===== src/design/chained_hash_index_macros.svh =====
// Assertion macros shared by the chained hash index modules.
// Each macro expects signals named clk and rst in the scope where it is used.
`ifndef CHAINED_HASH_INDEX_MACROS_SVH
`define CHAINED_HASH_INDEX_MACROS_SVH

// Same-cycle implication, checked at every rising edge outside reset.
`define CHI_ASSERT_IMPL(label, ante, cons, msg) \
  label: assert property (@(posedge clk) disable iff (rst) (ante) |-> (cons)) \
    else $error(msg);

// Next-cycle implication, checked at every rising edge outside reset.
`define CHI_ASSERT_NEXT(label, ante, cons, msg) \
  label: assert property (@(posedge clk) disable iff (rst) (ante) |=> (cons)) \
    else $error(msg);

`endif


===== src/design/chi_pkg.sv =====
// Package for the chained hash index: default sizes, field widths, codes and
// the command and status structs between controller and datapath. No dependencies.
package chi_pkg;

  localparam int unsigned PRIMARY_BUCKETS_DEF  = 4096;
  localparam int unsigned OVERFLOW_BUCKETS_DEF = 1024;
  localparam int unsigned OFFSET_BITS_DEF      = 32;

  localparam int unsigned KEY_W    = 64;
  localparam int unsigned OFF_IN_W = 32;
  localparam int unsigned CMD_W    = 2;
  localparam int unsigned STATUS_W = 2;
  localparam int unsigned DIGIT_W  = 8;

  typedef enum logic [CMD_W-1:0] {
    CMD_INSERT = 2'd0,
    CMD_LOOKUP = 2'd1,
    CMD_NEXT   = 2'd2
  } cmd_t;

  typedef enum logic [STATUS_W-1:0] {
    ST_INSERTED  = 2'd0,
    ST_HIT       = 2'd1,
    ST_NO_MORE   = 2'd2,
    ST_EXHAUSTED = 2'd3
  } status_t;

  typedef enum logic [1:0] {
    RD_CURSOR = 2'd0,
    RD_SLOT   = 2'd1,
    RD_LINK   = 2'd2
  } rd_sel_t;

  typedef enum logic [2:0] {
    WR_NONE  = 3'd0,
    WR_CLEAR = 3'd1,
    WR_HEAD  = 3'd2,
    WR_ALLOC = 3'd3,
    WR_LINK  = 3'd4
  } wr_sel_t;

  typedef struct packed {
    logic    latch;
    logic    mod_start;
    rd_sel_t rd_sel;
    wr_sel_t wr_sel;
    logic    load_slot;
    logic    set_search;
    logic    step_cur;
    logic    scan_update;
    logic    bump_free;
    logic    res_load;
    status_t res_status;
    logic    out_load;
  } dp_cmd_t;

  typedef struct packed {
    logic mod_done;
    logic key_empty;
    logic key_match;
    logic link_nz;
    logic pool_full;
    logic search_active;
    logic clr_last;
  } dp_status_t;

endpackage


===== src/design/chi_ctrl.sv =====
// Controller of the chained hash index: sequences clearing, insert walks and
// lookup scans, and owns the item handshakes. Uses chi_pkg and the macros.
`include "chained_hash_index_macros.svh"

module chi_ctrl (
  input  logic                      clk,
  input  logic                      rst,
  input  logic                      in_valid,
  input  logic [chi_pkg::CMD_W-1:0] in_cmd,
  output logic                      in_stall,
  output logic                      out_valid,
  input  logic                      out_stall,
  output chi_pkg::dp_cmd_t          cmd,
  input  chi_pkg::dp_status_t       st
);

  typedef enum logic [3:0] {
    S_CLEAR,
    S_IDLE,
    S_HASH,
    S_INS_HEAD,
    S_INS_WALK,
    S_INS_ALLOC,
    S_INS_LINK,
    S_SCAN,
    S_DONE
  } state_t;

  state_t state;
  state_t state_next;
  logic   is_lookup;
  logic   is_lookup_next;
  logic   out_valid_next;

  always_comb begin
    cmd            = '0;
    cmd.rd_sel     = chi_pkg::RD_CURSOR;
    cmd.wr_sel     = chi_pkg::WR_NONE;
    cmd.res_status = chi_pkg::ST_NO_MORE;
    state_next     = state;
    is_lookup_next = is_lookup;
    unique case (state)
      S_CLEAR: begin
        cmd.wr_sel = chi_pkg::WR_CLEAR;
        if (st.clr_last) begin
          state_next = S_IDLE;
        end
      end
      S_IDLE: begin
        if (in_valid) begin
          cmd.latch = 1'b1;
          unique case (in_cmd)
            chi_pkg::CMD_INSERT: begin
              cmd.mod_start  = 1'b1;
              is_lookup_next = 1'b0;
              state_next     = S_HASH;
            end
            chi_pkg::CMD_LOOKUP: begin
              cmd.mod_start  = 1'b1;
              is_lookup_next = 1'b1;
              state_next     = S_HASH;
            end
            chi_pkg::CMD_NEXT: begin
              if (st.search_active) begin
                state_next = S_SCAN;
              end else begin
                cmd.res_load = 1'b1;
                state_next   = S_DONE;
              end
            end
            default: begin
              cmd.res_load = 1'b1;
              state_next   = S_DONE;
            end
          endcase
        end
      end
      S_HASH: begin
        if (st.mod_done) begin
          cmd.load_slot = 1'b1;
          cmd.rd_sel    = chi_pkg::RD_SLOT;
          if (is_lookup) begin
            cmd.set_search = 1'b1;
            state_next     = S_SCAN;
          end else begin
            state_next = S_INS_HEAD;
          end
        end
      end
      S_INS_HEAD: begin
        if (st.key_empty) begin
          cmd.wr_sel     = chi_pkg::WR_HEAD;
          cmd.res_load   = 1'b1;
          cmd.res_status = chi_pkg::ST_INSERTED;
          state_next     = S_DONE;
        end else if (st.link_nz) begin
          cmd.step_cur = 1'b1;
          cmd.rd_sel   = chi_pkg::RD_LINK;
          state_next   = S_INS_WALK;
        end else begin
          state_next = S_INS_ALLOC;
        end
      end
      S_INS_WALK: begin
        if (st.link_nz) begin
          cmd.step_cur = 1'b1;
          cmd.rd_sel   = chi_pkg::RD_LINK;
        end else begin
          state_next = S_INS_ALLOC;
        end
      end
      S_INS_ALLOC: begin
        if (st.pool_full) begin
          cmd.res_load   = 1'b1;
          cmd.res_status = chi_pkg::ST_EXHAUSTED;
          state_next     = S_DONE;
        end else begin
          cmd.wr_sel = chi_pkg::WR_ALLOC;
          state_next = S_INS_LINK;
        end
      end
      S_INS_LINK: begin
        cmd.wr_sel     = chi_pkg::WR_LINK;
        cmd.bump_free  = 1'b1;
        cmd.res_load   = 1'b1;
        cmd.res_status = chi_pkg::ST_INSERTED;
        state_next     = S_DONE;
      end
      S_SCAN: begin
        cmd.scan_update = 1'b1;
        if (st.key_match) begin
          cmd.res_load   = 1'b1;
          cmd.res_status = chi_pkg::ST_HIT;
          state_next     = S_DONE;
        end else if (st.link_nz) begin
          cmd.rd_sel = chi_pkg::RD_LINK;
        end else begin
          cmd.res_load = 1'b1;
          state_next   = S_DONE;
        end
      end
      S_DONE: begin
        if (!out_valid || !out_stall) begin
          cmd.out_load = 1'b1;
          state_next   = S_IDLE;
        end
      end
      default: begin
        state_next = S_IDLE;
      end
    endcase
  end

  assign out_valid_next = (out_valid && out_stall) || cmd.out_load;
  assign in_stall       = (state != S_IDLE);

  always_ff @(posedge clk) begin
    if (rst) begin
      state     <= S_CLEAR;
      is_lookup <= 1'b0;
      out_valid <= 1'b0;
    end else begin
      state     <= state_next;
      is_lookup <= is_lookup_next;
      out_valid <= out_valid_next;
    end
  end

  `CHI_ASSERT_IMPL(a_alloc_has_room, cmd.wr_sel == chi_pkg::WR_ALLOC, !st.pool_full, "overflow bucket taken from a full pool")
  `CHI_ASSERT_IMPL(a_index_while_waiting, st.mod_done, state == S_HASH, "bucket index ready outside the hash wait")
  `CHI_ASSERT_NEXT(a_result_posted, cmd.out_load, out_valid && state == S_IDLE, "result not posted after load")

endmodule


===== config.mk =====
export PLATFORM = sky130hd
export DESIGN_NAME = chi_ctrl
export DESIGN_NICKNAME = d
export VERILOG_FILES = /design/src/design/chi_pkg.sv /design/src/design/chi_ctrl.sv
export VERILOG_INCLUDE_DIRS = /design/src /design/src/design
export SDC_FILE = /design/constraint.sdc
export NUM_CORES = 1
export LEC_CHECK = 0
export BUFFER_PORTS_ARGS = -buffer_cell sky130_fd_sc_hd__buf_2
export CORE_MARGIN = 1.5
export CORE_UTILIZATION = 49
export DETAILED_ROUTE_END_ITERATION = 7
export PLACE_DENSITY = 0.83
export SYNTH_ARGS = -nofsm -noshare
export SYNTH_HDL_FRONTEND = slang
export SYNTH_SLANG_ARGS = --single-unit

===== constraint.sdc =====
create_clock -name clk -period 2.7 [get_ports clk]
set_input_delay 0.135 -clock clk [delete_from_list [all_inputs] [get_ports clk]]
set_output_delay 0.135 -clock clk [all_outputs]
set_load 0.05 [all_outputs]

=== Yosys cells after proc, flatten, opt, wreduce, memory -nomap -nowiden ===
Cells that the tools add are included.

* Word-level logic and storage cells: 77
* Register bits after elaboration: 6
* Output and inout port bits: 18
* Bits of input ports: 13

* Equality and inequality tests: 17
* Reductions and logical operators: 11
* Multiplexer cells: 46

{| class="wikitable"
|+ Operators with widths
! operator !! number
|-
| 2-to-1 mux 4 bit || 10
|-
| case mux 4 bit (9 select lines) || 1
|-
| 2-to-1 mux 2 bit || 10
|-
| equality test 4 x 3 -> 1 bit (second input constant) || 4
|-
| case mux 2 bit (4 select lines) || 2
|-
| 2-to-1 mux 1 bit || 14
|-
| case mux 3 bit (4 select lines) || 1
|-
| != test 2 bit (second input constant) || 5
|-
| 2-to-1 mux 3 bit || 3
|-
| equality test 4 x 2 -> 1 bit (second input constant) || 2
|-
| case mux 4 bit (2 select lines) || 1
|-
| case mux 1 bit (2 select lines) || 3
|-
| AND reduction 6 bit || 1
|-
| case mux 1 bit (5 select lines) || 1
|-
| equality test 4 x 1 -> 1 bit (second input constant) || 1
|-
| equality test 4 bit (second input constant) || 1
|-
| logical NOT 4 bit || 1
|-
| != test 4 x 1 -> 1 bit (second input constant) || 1
|-
| != test 3 bit (second input constant) || 1
|-
| AND reduction 3 bit || 1
|-
| equality test 2 x 1 -> 1 bit (second input constant) || 1
|-
| equality test 2 bit (second input constant) || 1
|-
| logical NOT 1 bit || 2
|-
| logical NOT 2 bit || 1
|-
| 4 further kinds || 5
|}

=== Depth between registers and ports, before layout ===
Gate-level depths: netlist of run 1.

* Depth after elaboration: 5
* Mapped depth: 6
* Gate-level depth less buffers: 4

=== Worst setup path after synthesis of run 1 ===
OpenSTA, ideal clock, no wires.

* Path type: register -> output
* From: reg state[2]
* To: out cmd[9] (netlist bit)
* Buffers on the path: 1
* Slack: -600 ps
* Data required time: 2565 ps
* Cell stages (with the launch flop): 4
* Arrival time: 3165 ps
* Path through: dfxtp_1 -> buf_2 -> nand2b_1 -> a2111oi_0

{| class="wikitable"
|+ RTL lines
! element !! RTL line !! text
|-
| start: declaration || chi_ctrl.sv:29 || <nowiki>state_t state;</nowiki>
|-
| start signal: assignment || chi_ctrl.sv:163 || <nowiki>state <= state_next;</nowiki>
|-
| end: declaration || chi_ctrl.sv:13 || <nowiki>output chi_pkg::dp_cmd_t cmd,</nowiki>
|}

==> results of run 1 <==
layout by cell type (no fill, tap or decap), drive strengths merged, types with 3 or more instances in the layout:
cell type	count
buf	30
nor2	9
and2	3
nor2b	3
a21oi	3
clkbuf	3
dfxtp	6
nand3b	3
nand2b	6
inv	6
nand2	4
nand3	5
nor3	6
state kept, by name, indices dropped and copies added (netlist names):
name,cells
is_lookup,1
out_valid,1
state,4
path summary, 6_finish.rpt:
check,startpoint,slack [ns],endpoint
worst min-delay path,in_cmd[0],0.15,is_lookup
worst min register to register,out_valid,0.49,out_valid
worst max register to register,state[1],0.73,state[1]
worst max-delay path,state[0],0.56,cmd[3]
power groups by stage:
stage | Combinational, mW | Clock, mW | Sequential (mW)
floorplan | 0.210 | 0 | 0.106
global placement | 0.216 | 0 | 0.132
detailed placement | 0.221 | 0 | 0.133
CTS | 0.222 | 0.0847 | 0.131
global route | 0.240 | 0.0894 | 0.137
finish | 0.222 | 0.0825 | 0.132
tightest hold or removal path, cell delays in order:
cell,delay [ns]
buf_2,0.09
mux2i_1,0.06
nor2_1,0.07
layout make-up:
| cell class | instances | area (sq um) | area share, % |
|---|---|---|---|
| multi-input combinational | 72 | 498.0 | 59.85 |
| clock buffer | 3 | 22.52 | 2.707 |
| timing repair buffer | 30 | 150.1 | 18.05 |
| sequential | 6 | 120.1 | 14.44 |
| inverter | 6 | 22.52 | 2.707 |
| tap | 15 | 18.77 | 2.256 |
through the flow:
stage | power [mW] | hold WS (ns) | cell area (sq um) | util [%]
floorplan | 0.3153 | 0.2822 | 686.9 | -
global placement | 0.3476 | 0.3964 | 809.5 | 62.21
detailed placement | 0.3535 | 0.4006 | 809.5 | 62.21
CTS | 0.4372 | 0.1524 | 832.0 | 63.94
global route | 0.4660 | 0.1793 | 832.0 | 63.94
finish | 0.4357 | 0.1532 | 832.0 | 63.94
routing by layer:
layer	wire length [um]	share of wire (%)	track usage, %	vias to the layer above
met5	0	0	0	-
met4	0	0	5.000	0
met3	80	4.6	0	0
met2	872	50	42.06	26
met1	776	45	32.89	348
li1	-	-	-	388
logic make-up after synthesis:
kind of cell	after synthesis	share of synthesized area, %
multiplexers	4	6.751
AO/OA/AOI/OAI	20	22.99
flip-flops	6	17.52
buffers and inverters	14	10.04
AND/OR/NAND/NOR	48	42.70
==> metrics.yaml, run 1 <==
run_status:
  status: "finished, final reports clean"
critical_path:
  cp_common_cell: "nand3_1"
  criticalPathCategory: "flip-flop to primary output"
  path_max_fanout: 19
  required_ns: 2.57
  path_buf_inv: 1
  rr_worst_depth: 4
  start_kind: "flip-flop"
  crit_path_end_kind: "primary output"
  path_depth: 5
  arrival_ns: 2.00
  path_cells: "nor4b_2 -> and2_1 -> nand3_1 -> nand3_1 -> buf_2"
  cpPeakStageDelay_ns: 0.68
  cp_slowest_cell: "dfxtp_1"
  cp_top_family: "simple AND/OR/NAND/NOR gates"
power_and_ir_drop:
  seq_power_share_pct: 30.2
  p_leak_nw: 0.3964
  p_per_area_nw_per_um2: 523.7
  p_int_uw: 228.9
  peakVddDrop_mv: 0.2871
  sw_frac_of_total_pct: 47.47
  p_comb_share_pct: 50.9
  p_sw_uw: 206.8
  clockPowerShare_pct: 18.9
die:
  start_util_pct: 52.69
  fp.dieW_um: 40.41
  ios: 31
  chipHeight_um: 40.41
  row_count: 13
  coreArea_sq_um: 1301
  dieArea_sq_um: 1633
clock_tree:
  clk_pin_slew_ns: 0.05
  clockBufferDepth: 2
  cts_tree: "yes"
  cts_setup_buffers: 0
  cts_num_sinks: 6
  htree_levels: 1
  cts_resized: 0
  numCtsBuffers: 3
  postCtsHoldBufs: 0
  clk_latency_ns: 0.24
  cts-root-buf: "clkbuf_4"
synth:
  synth_seq_cells: 6
  syn-num-nets: 105
  synth_edf_count: 0
  yosys.cell_types.count: 41
  ys.flop_type: "dfxtp_1"
  synth_common_cells: "nor2_1, dfxtp_1, inv_1, nand2b_1, nor3_1"
  synth_top_area_cell: "dfxtp_1"
  synthCells: 92
  synth_area_leaders: "dfxtp_1, nand2b_1, nor2_1, nor3_1, inv_1"
  yosys_warnings: 0
  syn_area_sq_um: 685.7
  synth.avg_cell_area_sq_um: 7.453
  postSynth.asyncResetShare_pct: 0
  yosysSeqAreaShare_pct: 17.52
  synth_most_common_cell: "nor2_1"
  synth_top_area_share_pct: 17.52
grt:
  grt_overflow: 0
  grt_usage_pct: 24.09
  grt_pass1_vias: 627
  grt_max_degree: 22
  grt_first_pass_wirelength_um: 2725
  antenna_found_initial: 0
timing:
  fmax_mhz: 468.0
  hold_violations: 0
  final.setup.worst_slack_ns: 0.5630
  relSlewSlack_pct: 59.00
  period_minus_slack_ns: 2.137
  finalCritPeriodShare_pct: 79.15
  tightestPinTransition_ns: 0.6141
  rsz0062_at_grt: "false"
  maxSlewViolCount: 0
  tns_ns: 0
  finalSetupViolations: 0
  fin_skew_ns: 0.004897
finish:
  syn_to_final_growth_pct: 21.35
  instances_no_fill: 132
  drive_gt1_share_pct: 35.90
  nets: 132
  diodes: 0
  n_fill_cell: 127
drt:
  drc: 0
  antenna_left: 0
  num_vias: 762
  first_pass_iters: 4
  wl_um: 1728
  drt-wirelength-per-cell_um: 13.09
  drtIter0Drc: 25
  vias_per_cell: 5.773
placement:
  dp_hpwl_um: 1294
  dpl_worst_slack_ns: 0.7488
  io_buffers: 30
  gp_congestion: 0.8340
  placed_cells: 129
hold_path:
  hold_path_depth: 3
  hold_class: "input pin to flip-flop"
flow_run:
  drv_cap: 0
Note: power is estimated with default switching activity, not from simulation.
==> run 2, diff against run 1 <==
--- a/config.mk
+++ b/config.mk
@@ -8,9 +8,9 @@
 export LEC_CHECK = 0
 export BUFFER_PORTS_ARGS = -buffer_cell sky130_fd_sc_hd__buf_2
 export CORE_MARGIN = 1.5
-export CORE_UTILIZATION = 49
+export CORE_UTILIZATION = 45
 export DETAILED_ROUTE_END_ITERATION = 7
-export PLACE_DENSITY = 0.83
+export PLACE_DENSITY = 0.77
 export SYNTH_ARGS = -nofsm -noshare
 export SYNTH_HDL_FRONTEND = slang
 export SYNTH_SLANG_ARGS = --single-unit
==> constraint.sdc (replaced) <==
create_clock -name clk -period 2.2 [get_ports clk]
set_input_delay 0.11 -clock clk [delete_from_list [all_inputs] [get_ports clk]]
set_output_delay 0.11 -clock clk [all_outputs]
set_load 0.05 [all_outputs]
==> run 2 against run 1 <==
  * First-iteration DRC count rose by 8.0%
  * Final cell count rose by 1.5%
  * Sequential cell count did not move
  * Core utilization fell by 1.5 points
  * Wire length up 3.9%
  * Die area rose by 8.2%
  * Sequential share of layout area decreased by 0.21 points
  * Clock-buffer cell count stayed put
  * Clock power up 20%
  * Hold slack worse by 0.0083 ns
  * Global-route usage shrank 2.8 points
  * Power grew 25%
  * Critical path type unchanged
  * Critical endpoint is now cmd[6]
  * Largest power group unchanged
==> metrics.yaml, run 2 (synthesis gave the netlist of run 1 again) <==
placement:
  postPlaceCellArea_sq_um: 829.5  # +2.5%
  dp_hpwl_um: 1392  # +7.6%
  placed_cells: 131  # +1.6%
  io_buffers: 30  # unchanged
  gp_congestion: 0.8598  # +3.1%
critical_path:
  reg2reg_slack_ns: 0.36  # -0.37 ns
  rr_worst_depth: 4  # unchanged
  criticalPathCategory: "flip-flop to primary output"
  rr_startpoint: "state[1]"
  start_kind: "flip-flop"
  reg2reg_to: "state[1]"
  arrival_ns: 1.94  # -0.06 ns
  path_max_fanout: 16  # -3
  required_ns: 2.09  # -0.48 ns
  crit_path_end_kind: "primary output"
finish:
  multi_input_area_sq_um: 503.0  # +1.0%
  final_cell_mix: "buf_2, nor2_1, nand2b_1, inv_1, nor3_1"
  design_area_sq_um: 853.3  # +2.6%
  diodes: 0  # unchanged
  layout.cells.most_common: "buf_2"
  seqCellArea_sq_um: 121.4  # +1.0%
  n_fill_cell: 129  # +1.6%
  syn_to_final_growth_pct: 24.45
  instances_no_fill: 134  # +1.5%
  top_regs: "state x4, is_lookup x1, out_valid x1"
  drive_gt1_share_pct: 38.66  # +2.8 points
  nets: 134  # +1.5%
  top_register: "state"
  largest_reg_flops: 4  # unchanged
hold_path:
  min_to: "out_valid"
  hold_class: "input pin to flip-flop"
  hold_path_depth: 3  # unchanged
  hold_start: "out_stall"
clock_tree:
  cts-root-buf: "clkbuf_4"
  clockBufferDepth: 2  # unchanged
  clk_latency_ns: 0.24  # about the same
  cts_num_sinks: 6  # unchanged
  cts_tree: "yes"
  htree_levels: 1  # unchanged
  numCtsBuffers: 3  # unchanged
  postCtsHoldBufs: 0  # unchanged
  clk_pin_slew_ns: 0.04  # about the same
timing:
  finalCritPeriodShare_pct: 93.22
  hold_violations: 0  # unchanged
  fmax_mhz: 487.6
  tightestPinTransition_ns: 0.5039  # -0.1103 ns
  maxSlewViolCount: 0  # unchanged
  period_minus_slack_ns: 2.051
  tns_ns: 0  # unchanged
  relSlewSlack_pct: 66.36  # +7.4 points
  rsz0062_at_grt: "false"
  fin_skew_ns: 0.0005159  # -0.004381 ns
  hold_ws_ns: 0.1449  # -0.008284 ns
  finalSetupViolations: 0  # unchanged
grt:
  antenna_found_initial: 0  # unchanged
  grt_overflow: 0  # unchanged
  grt_pass1_vias: 680  # +8.5%
  grt_usage_pct: 21.26  # -2.8 points
  grt_first_pass_wirelength_um: 3042  # +12%
  grt_max_degree: 20  # -9.1%
drt:
  num_vias: 790  # +3.7%
  drtIter0Drc: 27  # +8.0%
  vias_per_cell: 5.896  # +2.1%
  wl_um: 1796  # +3.9%
  antenna_left: 0  # unchanged
  first_pass_iters: 4  # unchanged
  drc: 0  # unchanged
  drt-wirelength-per-cell_um: 13.40  # +2.4%
die:
  fp.dieW_um: 42.04  # +4.0%
  chipHeight_um: 42.04  # +4.0%
  start_util_pct: 50.18  # -2.5 points
  ios: 31  # unchanged
  row_count: 13  # unchanged
  coreArea_sq_um: 1366  # +5.0%
  dieArea_sq_um: 1767  # +8.2%
power_and_ir_drop:
  p_per_area_nw_per_um2: 638.8  # +22%
  p_leak_nw: 0.4094  # +3.3%
  peakVddDrop_mv: 0.4518  # +57%
flow_run:
  drv_cap: 0  # unchanged
run_status:
  status: "finished, final reports clean"
==> run 2: cell count changes in the layout (fill, tap and decap cells not counted), sizes merged <==
cell  before  now
buf       30   32
==> run 2: critical path, cell delays in order, from the launching register on <==
cell	delay, ns
dfxtp_1	0.63
or3b_2	0.51
o31ai_1	0.11
nor2b_1	0.18
buf_2	0.27
==> run 2: how the worst max path moves through the flow <==
stage / startpoint / endpoint / slack [ns] / cells after the start
finish: state[2] / cmd[6] / 0.15 / 4
global route: state[2] / cmd[6] / 0.04 / 4
CTS: state[0] / cmd[3] / 0.04 / 5
detailed placement: state[0] / cmd[3] / 0.33 / 5
global placement: state[0] / cmd[3] / 0.42 / 5
floorplan: state[0] / cmd[7] / 0.06 / 3
==> run 2: where the power goes <==
part           switching, mW  leakage, nW  internal [mW]
Combinational          0.181        0.347          0.107
Sequential            0.0373       0.0490          0.121
Clock                 0.0374       0.0138         0.0615
==> run 2: cell type report <==
cell class              count  share of cell area [%]
clock buffers               3                   2.639
flip-flops and latches      6                   14.22
repair buffers             32                   19.35
multi-input cells          72                   58.94
inverters                   6                   2.639
well taps                  15                   2.199
==> run 2: stage by stage <==
stage / setup slack [ns] / util, % / total power [mW]
after global placement: 0.4215 / 60.71 / 0.4385
after CTS: 0.03877 / 62.36 / 0.5459
after floorplan: 0.06346 / - / 0.3917
after detailed placement: 0.3255 / 60.71 / 0.4445
final: 0.1491 / 62.45 / 0.5451
after global routing: 0.04352 / 62.45 / 0.5800
==> run 2: routing by layer <==
layer / vias up / track usage [%] / routed length (um)
met4: 0 / 3.750 / 0
met3: 0 / 4.310 / 136
met1: 360 / 29.32 / 787
li1: 393 / - / -
met5: - / 0 / 0
met2: 37 / 34.69 / 872
==> run 2: what timing repair did <==
| item | 4_1_cts | 5_1_grt |
|---|---|---|
| buffers inserted | 0 | 0 |
| endpoints found under the setup margin | 0 | 1 |
| resized for setup | 0 | 1 |
